### src/hdl/assert_macros.svh
// assertion macros shared by the texel fetch decoder modules
`ifndef ASSERT_MACROS_SVH
`define ASSERT_MACROS_SVH

// property checked on every rising clock edge outside reset
`define TFD_ASSERT(label, clk, rst_n, prop, msg) \
    label: assert property (@(posedge clk) disable iff (!rst_n) (prop)) else $error(msg);

// consequence checked in the cycle after its trigger
`define TFD_ASSERT_NEXT(label, clk, rst_n, ante, cons, msg) \
    label: assert property (@(posedge clk) disable iff (!rst_n) (ante) |=> (cons)) \
        else $error(msg);

`endif

### src/hdl/tfd_pkg.sv
// types, constants and helper functions of the texel fetch decoder
`timescale 1ns / 1ps

package tfd_pkg;

    // store and coordinate geometry
    localparam int STORE_ADDR_BITS = 16;
    localparam int SIDE_BITS       = 10;
    localparam int PIX_W           = 10;
    localparam int ROW_W           = 11;
    localparam int PROD_W          = PIX_W + ROW_W;
    localparam int TW_W            = 2 * SIDE_BITS;
    localparam int ADDR_W          = (TW_W + 3 > 26) ? (TW_W + 3) : 26;
    localparam logic [ADDR_W-1:0] STORE_SIZE = ADDR_W'(1) << STORE_ADDR_BITS;
    localparam logic [ADDR_W-1:0] STORE_LAST = STORE_SIZE - ADDR_W'(1);

    // configuration port
    localparam int CFG_IDX_W  = 3;
    localparam int CFG_DATA_W = 16;

    typedef enum logic [CFG_IDX_W-1:0] {
        CFG_PIXEL_FORMAT     = 3'd0,
        CFG_LAYOUT_MODE      = 3'd1,
        CFG_ROW_WIDTH        = 3'd2,
        CFG_PIXEL_BASE       = 3'd3,
        CFG_CODEBOOK_BASE    = 3'd4,
        CFG_CODEBOOK_ENTRIES = 3'd5
    } t_cfg_idx;

    // item commands
    localparam logic CMD_WRITE = 1'b0;
    localparam logic CMD_FETCH = 1'b1;

    // texel encodings
    localparam logic [1:0] FMT_ARGB1555 = 2'd0;
    localparam logic [1:0] FMT_RGB565   = 2'd1;
    localparam logic [1:0] FMT_ARGB4444 = 2'd2;

    // addressing layouts
    localparam logic [1:0] LAY_LINEAR  = 2'd0;
    localparam logic [1:0] LAY_TWIDDLE = 2'd1;
    localparam logic [1:0] LAY_VQ      = 2'd2;

    // result status
    localparam logic [1:0] STAT_OK        = 2'd0;
    localparam logic [1:0] STAT_BAD_INDEX = 2'd1;
    localparam logic [1:0] STAT_RANGE     = 2'd2;

    // fetch sequencer states
    typedef enum logic [1:0] {
        S_IDLE,
        S_ADDR,
        S_INDEX,
        S_TEXEL
    } t_state;

    // result request from the sequencer to the output stage
    typedef struct packed {
        logic       load;
        logic [1:0] status;
        logic [1:0] fmt;
    } t_res_req;

    // morton interleave, x bits in odd positions
    function automatic logic [TW_W-1:0] interleave(input logic [PIX_W-1:0] x,
                                                   input logic [PIX_W-1:0] y);
        logic [TW_W-1:0] r;
        r = '0;
        for (int b = 0; b < SIDE_BITS; b++) begin
            if (b < PIX_W) begin
                r[2*b+1] = x[b];
                r[2*b]   = y[b];
            end
        end
        return r;
    endfunction

    // v*255/31 rounded down: 8v plus floor(7v/31)
    function automatic logic [7:0] expand5(input logic [4:0] v);
        logic [7:0] n;
        logic [2:0] q;
        n = ({3'b0, v} << 3) - {3'b0, v};
        q = '0;
        for (int k = 1; k <= 7; k++) begin
            if (n >= 8'(31 * k)) begin
                q = q + 3'd1;
            end
        end
        return {v, 3'b0} + {5'b0, q};
    endfunction

    // v*255/63 rounded down: 4v plus floor(3v/63)
    function automatic logic [7:0] expand6(input logic [5:0] v);
        logic [7:0] n;
        logic [1:0] q;
        n = ({2'b0, v} << 1) + {2'b0, v};
        q = '0;
        for (int k = 1; k <= 3; k++) begin
            if (n >= 8'(63 * k)) begin
                q = q + 2'd1;
            end
        end
        return {v, 2'b0} + {6'b0, q};
    endfunction

endpackage

### src/hdl/tfd_out_if.sv
// output channel: decoded pixel colour and status
`timescale 1ns / 1ps

interface tfd_out_if;
    logic       valid;
    logic       ready;
    logic [7:0] red;
    logic [7:0] green;
    logic [7:0] blue;
    logic [7:0] alpha;
    logic [1:0] status;

    modport source (output valid, red, green, blue, alpha, status, input ready);
    modport sink   (input valid, red, green, blue, alpha, status, output ready);
endinterface

### src/hdl/tfd_texel_expand.sv
// texel expansion to rgba8 and the output register
`timescale 1ns / 1ps

module tfd_texel_expand
    import tfd_pkg::*;
(
    input  logic          i_clk,
    input  logic          i_rst_n,
    input  t_res_req      i_req,
    input  logic [7:0]    i_lo,
    input  logic [7:0]    i_hi,
    output logic          o_free,
    tfd_out_if.source     o_result
);

    `include "assert_macros.svh"

    logic        r_valid;
    logic [7:0]  r_red, r_green, r_blue, r_alpha;
    logic [1:0]  r_status;
    logic [7:0]  n_red, n_green, n_blue, n_alpha;
    logic [15:0] texel;

    assign texel  = {i_hi, i_lo};
    assign o_free = !r_valid || o_result.ready;

    // colour expansion, zero on error or unused format
    always_comb begin
        n_red   = '0;
        n_green = '0;
        n_blue  = '0;
        n_alpha = '0;
        if (i_req.status == STAT_OK) begin
            case (i_req.fmt)
                FMT_ARGB1555: begin
                    n_red   = expand5(texel[14:10]);
                    n_green = expand5(texel[9:5]);
                    n_blue  = expand5(texel[4:0]);
                    n_alpha = texel[15] ? 8'hFF : 8'h00;
                end
                FMT_RGB565: begin
                    n_red   = expand5(texel[15:11]);
                    n_green = expand6(texel[10:5]);
                    n_blue  = expand5(texel[4:0]);
                    n_alpha = 8'hFF;
                end
                FMT_ARGB4444: begin
                    n_red   = {texel[11:8], texel[11:8]};
                    n_green = {texel[7:4], texel[7:4]};
                    n_blue  = {texel[3:0], texel[3:0]};
                    n_alpha = {texel[15:12], texel[15:12]};
                end
                default: begin
                    n_red = '0;
                end
            endcase
        end
    end

    // output beat valid flag
    always_ff @(posedge i_clk) begin
        if (!i_rst_n) begin
            r_valid <= 1'b0;
        end else if (i_req.load) begin
            r_valid <= 1'b1;
        end else if (o_result.ready) begin
            r_valid <= 1'b0;
        end
    end

    // output payload
    always_ff @(posedge i_clk) begin
        if (i_req.load) begin
            r_red    <= n_red;
            r_green  <= n_green;
            r_blue   <= n_blue;
            r_alpha  <= n_alpha;
            r_status <= i_req.status;
        end
    end

    assign o_result.valid  = r_valid;
    assign o_result.red    = r_red;
    assign o_result.green  = r_green;
    assign o_result.blue   = r_blue;
    assign o_result.alpha  = r_alpha;
    assign o_result.status = r_status;

    `TFD_ASSERT(a_load_when_free, i_clk, i_rst_n, !i_req.load || o_free, "load into busy output")
    `TFD_ASSERT(a_err_zero, i_clk, i_rst_n, !(r_valid && r_status != STAT_OK) || ({r_red, r_green, r_blue, r_alpha} == 32'd0), "error beat with colour")

endmodule
### src/flat_wrapper.sv
// flat-port wrapper written by rule: the top's interface ports become plain ports
module tfd_texel_expand_flat import tfd_pkg::*;
  (i_clk, i_rst_n, i_req, i_lo, i_hi, o_free, o_result_valid, o_result_red, o_result_green, o_result_blue, o_result_alpha, o_result_status, o_result_ready);
  tfd_out_if o_result_i ();
  input  logic i_clk;
  input  logic i_rst_n;
  input  t_res_req i_req;
  input  logic [7:0] i_lo;
  input  logic [7:0] i_hi;
  output logic o_free;
  output wire logic [$bits(o_result_i.valid)-1:0] o_result_valid;
  output wire logic [$bits(o_result_i.red)-1:0] o_result_red;
  output wire logic [$bits(o_result_i.green)-1:0] o_result_green;
  output wire logic [$bits(o_result_i.blue)-1:0] o_result_blue;
  output wire logic [$bits(o_result_i.alpha)-1:0] o_result_alpha;
  output wire logic [$bits(o_result_i.status)-1:0] o_result_status;
  input wire logic [$bits(o_result_i.ready)-1:0] o_result_ready;
  assign o_result_valid = o_result_i.valid;
  assign o_result_red = o_result_i.red;
  assign o_result_green = o_result_i.green;
  assign o_result_blue = o_result_i.blue;
  assign o_result_alpha = o_result_i.alpha;
  assign o_result_status = o_result_i.status;
  assign o_result_i.ready = o_result_ready;
  tfd_texel_expand u_core (.i_clk(i_clk), .i_rst_n(i_rst_n), .i_req(i_req), .i_lo(i_lo), .i_hi(i_hi), .o_free(o_free), .o_result(o_result_i));
endmodule
### config.mk
export PLATFORM = sky130hd
export DESIGN_NAME = tfd_texel_expand_flat
export DESIGN_NICKNAME = d
export VERILOG_FILES = /design/src/hdl/tfd_pkg.sv /design/src/hdl/tfd_out_if.sv /design/src/hdl/tfd_texel_expand.sv /design/src/flat_wrapper.sv
export VERILOG_INCLUDE_DIRS = /design/src /design/src/hdl
export SDC_FILE = /design/constraint.sdc
export NUM_CORES = 1
export LEC_CHECK = 0
export BUFFER_PORTS_ARGS = -buffer_cell sky130_fd_sc_hd__buf_4
export CORE_MARGIN = 4
export CORE_UTILIZATION = 38
export CTS_BUF_LIST = sky130_fd_sc_hd__clkbuf_8 sky130_fd_sc_hd__clkbuf_16
export CTS_CLUSTER_DIAMETER = 150
export DETAILED_ROUTE_END_ITERATION = 7
export GPL_TIMING_DRIVEN = 0
export PLACE_DENSITY = 0.62
export SYNTH_ARGS = -nofsm -noshare
export SYNTH_HDL_FRONTEND = slang
export SYNTH_SLANG_ARGS = --single-unit
export TNS_END_PERCENT = 50
### constraint.sdc
create_clock -name i_clk -period 8 [get_ports i_clk]
set_input_delay 0.8 -clock i_clk [delete_from_list [all_inputs] [get_ports i_clk]]
set_output_delay 0.8 -clock i_clk [all_outputs]
set_load 0.02 [all_outputs]
* Yosys cells after proc, flatten, opt, wreduce, memory -nomap -nowiden
Index checks and enable logic that the tools add are counted.
** Storage, ports and cells
- Output and inout port bits :: 36
- Logic and storage cells :: 207
- Flip-flop bits (word level) :: 35
- Bits of input ports :: 24
** Cells by class
- Equal/unequal tests :: 2
- Mux-type cells :: 120
- $lt $le $gt $ge :: 31
- $add $sub $neg :: 43
- Reductions and logical operators :: 5
** Operator list (count)
- $mux 3 :: 100
- $ge 8x8->1 const B :: 13
- $pmux 8 s3 :: 4
- $add 3x1->3 const B :: 30
- $ge 8x7->1 const B :: 9
- $add 8x3->8 :: 5
- $ge 8x6->1 const B :: 5
- $ge 8x5->1 const B :: 4
- $sub 8x5->8 :: 4
- $mux 2 :: 8
- $add 7x6->8 :: 1
- $add 8x2->8 :: 1
- $mux 8 :: 1
- $mux 1 :: 7
- $add 2x1->2 const B :: 2
- $logic_not 2->1 :: 2
- $eq 2x1->1 const B :: 1
- $eq 2x2->1 const B :: 1
- $reduce_bool 2->1 :: 1
- $logic_not 1->1 :: 1
- $logic_or 1x1->1 :: 1

* Logic depth before layout (Yosys ltp)
- Depth after elaboration :: 31
- Depth in mapped cells :: 29
- Gate-level depth less buffers :: 28

* Least setup slack after synthesis
No wires, ideal clock.
- Path type :: input-to-reg
- Start :: input port i_hi[5]
- End :: register u_core.r_red[2] (netlist: u_core.o_result.red[2]) (data pin)
- Data arrival time :: 6.370 ns
- Library setup time :: 0.272 ns
- Buffers on the path :: 2
- Required time :: 7.728 ns
- Setup slack :: 1.359 ns
- Stages on the path :: 28
- Cells stage by stage :: clkbuf_1 -> clkbuf_1 -> inv_1 -> ha_1 -> nand3_1 -> and2_1 -> or4b_1 -> and2_1 -> a31o_2 -> ha_1 -> xor2_1 -> inv_1 -> ha_1 -> inv_1 -> o21ai_0 -> ha_1 -> nor2_1 -> nand2_1 -> and3_1 -> ha_1 -> a32o_1 -> ha_1 -> nand3_1 -> a21oi_1 -> xnor3_1 -> or4b_1 -> a32oi_1 -> a21oi_1
** On the way
- Longest elaborated chain between the ends :: 31
- Elaborated cells between the ends (all ways) :: 73
- Classes of those cells :: add/sub: 16; order compare: 14; mux: 43
** Ends and longest elaborated chain
- start: declaration :: line flat_wrapper.sv:9 : input logic [7:0] i_hi;
- $sub 8x5->8 :: line tfd_pkg.sv:82 : n = ({3'b0, v} << 3) - {3'b0, v};
- $ge 8x5->1 :: line tfd_pkg.sv:85 : if (n >= 8'(31 * k)) begin
- $mux 1 :: line tfd_pkg.sv:85
- $mux 3 :: line tfd_texel_expand.sv:34 : case (i_req.fmt)
- $mux 3 :: line tfd_texel_expand.sv:33 : if (i_req.status == STAT_OK) begin
- $add 3x1->3 :: line tfd_pkg.sv:86 : q = q + 3'd1;
- $mux 3 :: line tfd_pkg.sv:85
- $mux 3 :: line tfd_texel_expand.sv:34
- [15 not listed]
- $mux 3 :: line tfd_texel_expand.sv:34
- $mux 3 :: line tfd_texel_expand.sv:33
- $add 3x1->3 :: line tfd_pkg.sv:86
- $mux 3 :: line tfd_pkg.sv:85
- $mux 3 :: line tfd_texel_expand.sv:34
- $mux 3 :: line tfd_texel_expand.sv:33
- $add 8x3->8 :: line tfd_pkg.sv:89 : return {v, 3'b0} + {5'b0, q};
- $pmux 8 s3 * :: line tfd_texel_expand.sv:34
- end signal: assignment :: line tfd_texel_expand.sv:74 : r_red <= n_red;
- end: declaration :: line tfd_texel_expand.sv:19 : logic [7:0] r_red, r_green, r_blue, r_alpha;
Every way passes the cells marked *; elsewhere a longest branch is shown, timed or not. The select of a mux whose other input is x is not followed.
A chain may end at the register's enable or synchronous reset.

* Worst setup path after layout
Same ends and word-level chain as after synthesis.

==> results.md <==
- CTS sink cnt: 31
- Distinct cells, synth: between 80 and 90
- Diode count: 0
- Via count: about 4500
- Post-synthesis sequential area ratio: 0.189
- Unrepaired setup endpoints after global routing: false
- Critical path required time: 8.00 ns
- Largest net degree at the start of global routing: 32
- Synthesis-to-finish area growth: 16.3%
- Antenna violations before repair: 0
- Worst EP arrival: slightly above 7 ns
- Delay of the slowest critical-path stage: roughly 0.44 ns
- Synth top area share: 0.185
- Vias in the first global route: between 4000 and 5000
- DRT antenna net count: 0
- Worst Max-Slew Pin Slew: between 0.6 and 0.7 ns
- Area of the core: around 13000 µm²
- Cts hold-fix bufs: 0
- GR peak layer: met2
- Residual DRC: 0
- Synth Register Bits: 31
- HPWL after detailed placement: between 9 and 10 mm
- Fmax: approximately 140 MHz
- DR vias/cell: about 5.4
- Pins Over Slew Limit: 0
- Most frequent cell on the critical path: ha_1
- IO Pins: 60
- Area of the mapped netlist: 4880 µm²
- Max-cap violation count: 0
- Hold crit path type: flip-flop to flip-flop
- Post-CTS setup buffer count: 0
- CTS-repair resized insts: 0
- Clk_lat worst skew: roughly 0.27 ns
- Share of layout cells above drive strength 1: 0.148
- DR iter-0 viols: about 220
- Mapped Avg Cell Area: between 8 and 9 µm²
- Met1 Usage GRT: 0.222
- Starting density of the core: 0.387
- Final Hold Vio Count: 0
- Crit Path Max Fanout: 10
- Clock buffer count from CTS: 5
- CTS tree: done
- Top FF cell, synth: edfxtp_1
- All-Layer GR Usage: 0.159
- CP endpoint kind: flip-flop
- Startpoint types: input port
- Average wire per standard cell: ~15 µm
- RD Place Congestion: between 0.8 and 0.9
- Leakage: 2.47 nW
- Clk buf depth: 2
- Endpoints failing setup: 0
- CTS clk-pin slew, worst paths: 0.06 ns
- Top post-synthesis cells by area: edfxtp_1, ha_1, xnor2_1
- Die Wd: 121 µm
- Number of synthesized flops with an enable pin: 30
- Crit Path Class: input port to flip-flop
- VDD IR max: approximately 0.00009 V
- Fillers: 1272
- Final cycle utilization of the critical path: 0.907
- Met2 Use GR: 0.267
- Status: finished, final reports clean
- Cells after synthesis: approximately 590
- Final wirelength: around 12 mm
- Yosys warnings: 0
- Die H: ~120 µm
- Final Critical Period: 7.25 ns
- Async set-reset flop share out of synthesis: 0
- H-tree levels: 2
- Die area: 14700 µm²
- Yosys top cell by area: edfxtp_1
- IO Port Bufs: 55
- Final design utilization: 0.450
- PD cells: 164 nW/µm²
- Total gr overflow: 0
- Worst slew margin: 0.533
- Mapped Nets: 680
- Routing usage on met3: 0.0233
- Drt first pass iters: 5
- Worst path slowest cell: or4b_1
- First-pass GRT wire length: between 15 and 20 mm
- Cell row count: 41
- Setup TNS: 0 ns
- Layout Nets: 742
- Worst Clk Skew: 0 ns
- CTS root buf: clkbuf_16
## cells by family (layout without fill, tap and decap cells)
group                    Yosys count  count (layout)  synth area share
AND/OR/NAND/NOR                  204             204             0.220
adder cells (fa/ha/maj)           62              62             0.161
AO/OA/AOI/OAI                    150             150             0.224
XOR/XNOR                          52              52             0.102
buffers and inverters             78             141            0.0662
multiplexers                      17              17            0.0382
flip-flops                        31              31             0.189
## final cells by class
cell class | instances | area, µm² | area share
Inverter | 47 | 176 | 0.0311
Multi-Input combinational cell | 485 | 3630 | 0.640
Sequential cell | 31 | 921 | 0.162
Buffer | 31 | 146 | 0.0258
Clock buffer | 5 | 125 | 0.0220
Tap cell | 172 | 215 | 0.0379
Clock inverter | 3 | 43.8 | 0.00772
Timing Repair Buffer | 55 | 413 | 0.0728
## final timing paths
check                                      startpoint                      to  slack, ns  cells past startpoint
worst max-delay path                          i_hi[5]  u_core.o_result.red[2]       0.75                     29
worst min-delay path            u_core.o_result.valid   u_core.o_result.valid       0.51                      2
worst max register to register  u_core.o_result.valid   u_core.o_result.valid       7.38                      2
worst min register to register  u_core.o_result.valid   u_core.o_result.valid       0.51                      2
## cell usage in the layout (no fill, tap or decap), types with 12 or more instances in the layout
master	count
ha_1	61
nor2_1	45
nand2b_1	12
xor2_1	17
buf_4	60
o21ai_0	17
clkbuf_1	18
inv_1	45
a21oi_1	35
edfxtp_1	30
mux2i_1	13
nor3_1	16
nand2_1	44
nand3_1	21
xnor2_1	32
## registers in the layout (all words and copies together) (netlist names)
register / count
u_core.o_result.alpha: 4
u_core.o_result.blue: 8
u_core.o_result.status: 2
u_core.o_result.red: 8
u_core.o_result.valid: 1
u_core.o_result.green: 8
## synth_stat cells (all sizes together), types with 5 or more instances
cell type  instances
ha                61
inv               47
nor2              45
nand2             44
a21oi             36
xnor2             32
edfxtp            30
nand3             22
o21ai             21
clkbuf            19
xor2              17
nor3              16
mux2i             13
a211oi            12
buf               12
nand2b            12
a21o              10
or3                8
and2               7
nor2b              7
nor4               7
o211ai             7
a31oi              6
o31ai              6
a31o               5
and3               5
nand3b             5
nor3b              5
## where the power goes
part           internal, mW  total, mW  switching (mW)
registers             0.193      0.199         0.00515
clock network         0.147      0.216          0.0690
logic                 0.232      0.519           0.287
## critical path: cells and delay by family
| kind | cells | cell delay (ns) |
|---|---|---|
| XOR/XNOR | 3 | 0.89 |
| AND/OR/NAND/NOR | 8 | 1.70 |
| AO/OA/AOI/OAI | 6 | 1.11 |
| buffers and inverters | 6 | 1.11 |
| adder cells (fa/ha/maj) | 6 | 1.62 |
## metal layers
| layer | share of wire | wire length (µm) |
|---|---|---|
| met3 | 0.047 | 573 |
| met2 | 0.47 | 5660 |
| met5 | 0 | 0 |
| met4 | 0.011 | 138 |
| met1 | 0.47 | 5760 |
## metrics by stage
| step | cells | hold slack (ns) | area (µm²) | setup slack [ns] | total power, mW |
|---|---|---|---|---|---|
| after CTS | 829 | 0.516 | 5680 | 0.778 | 0.939 |
| after global routing | 829 | 0.540 | 5680 | 0.360 | 1.01 |
| final | 829 | 0.514 | 5680 | 0.747 | 0.934 |
| after floorplan | 594 | 0.736 | 4880 | 1.36 | 0.593 |
| after detailed placement | 821 | 0.507 | 5510 | 0.516 | 0.720 |
| after global placement | 821 | 0.498 | 5510 | 0.564 | 0.702 |
(Power assumes the default switching activity.)
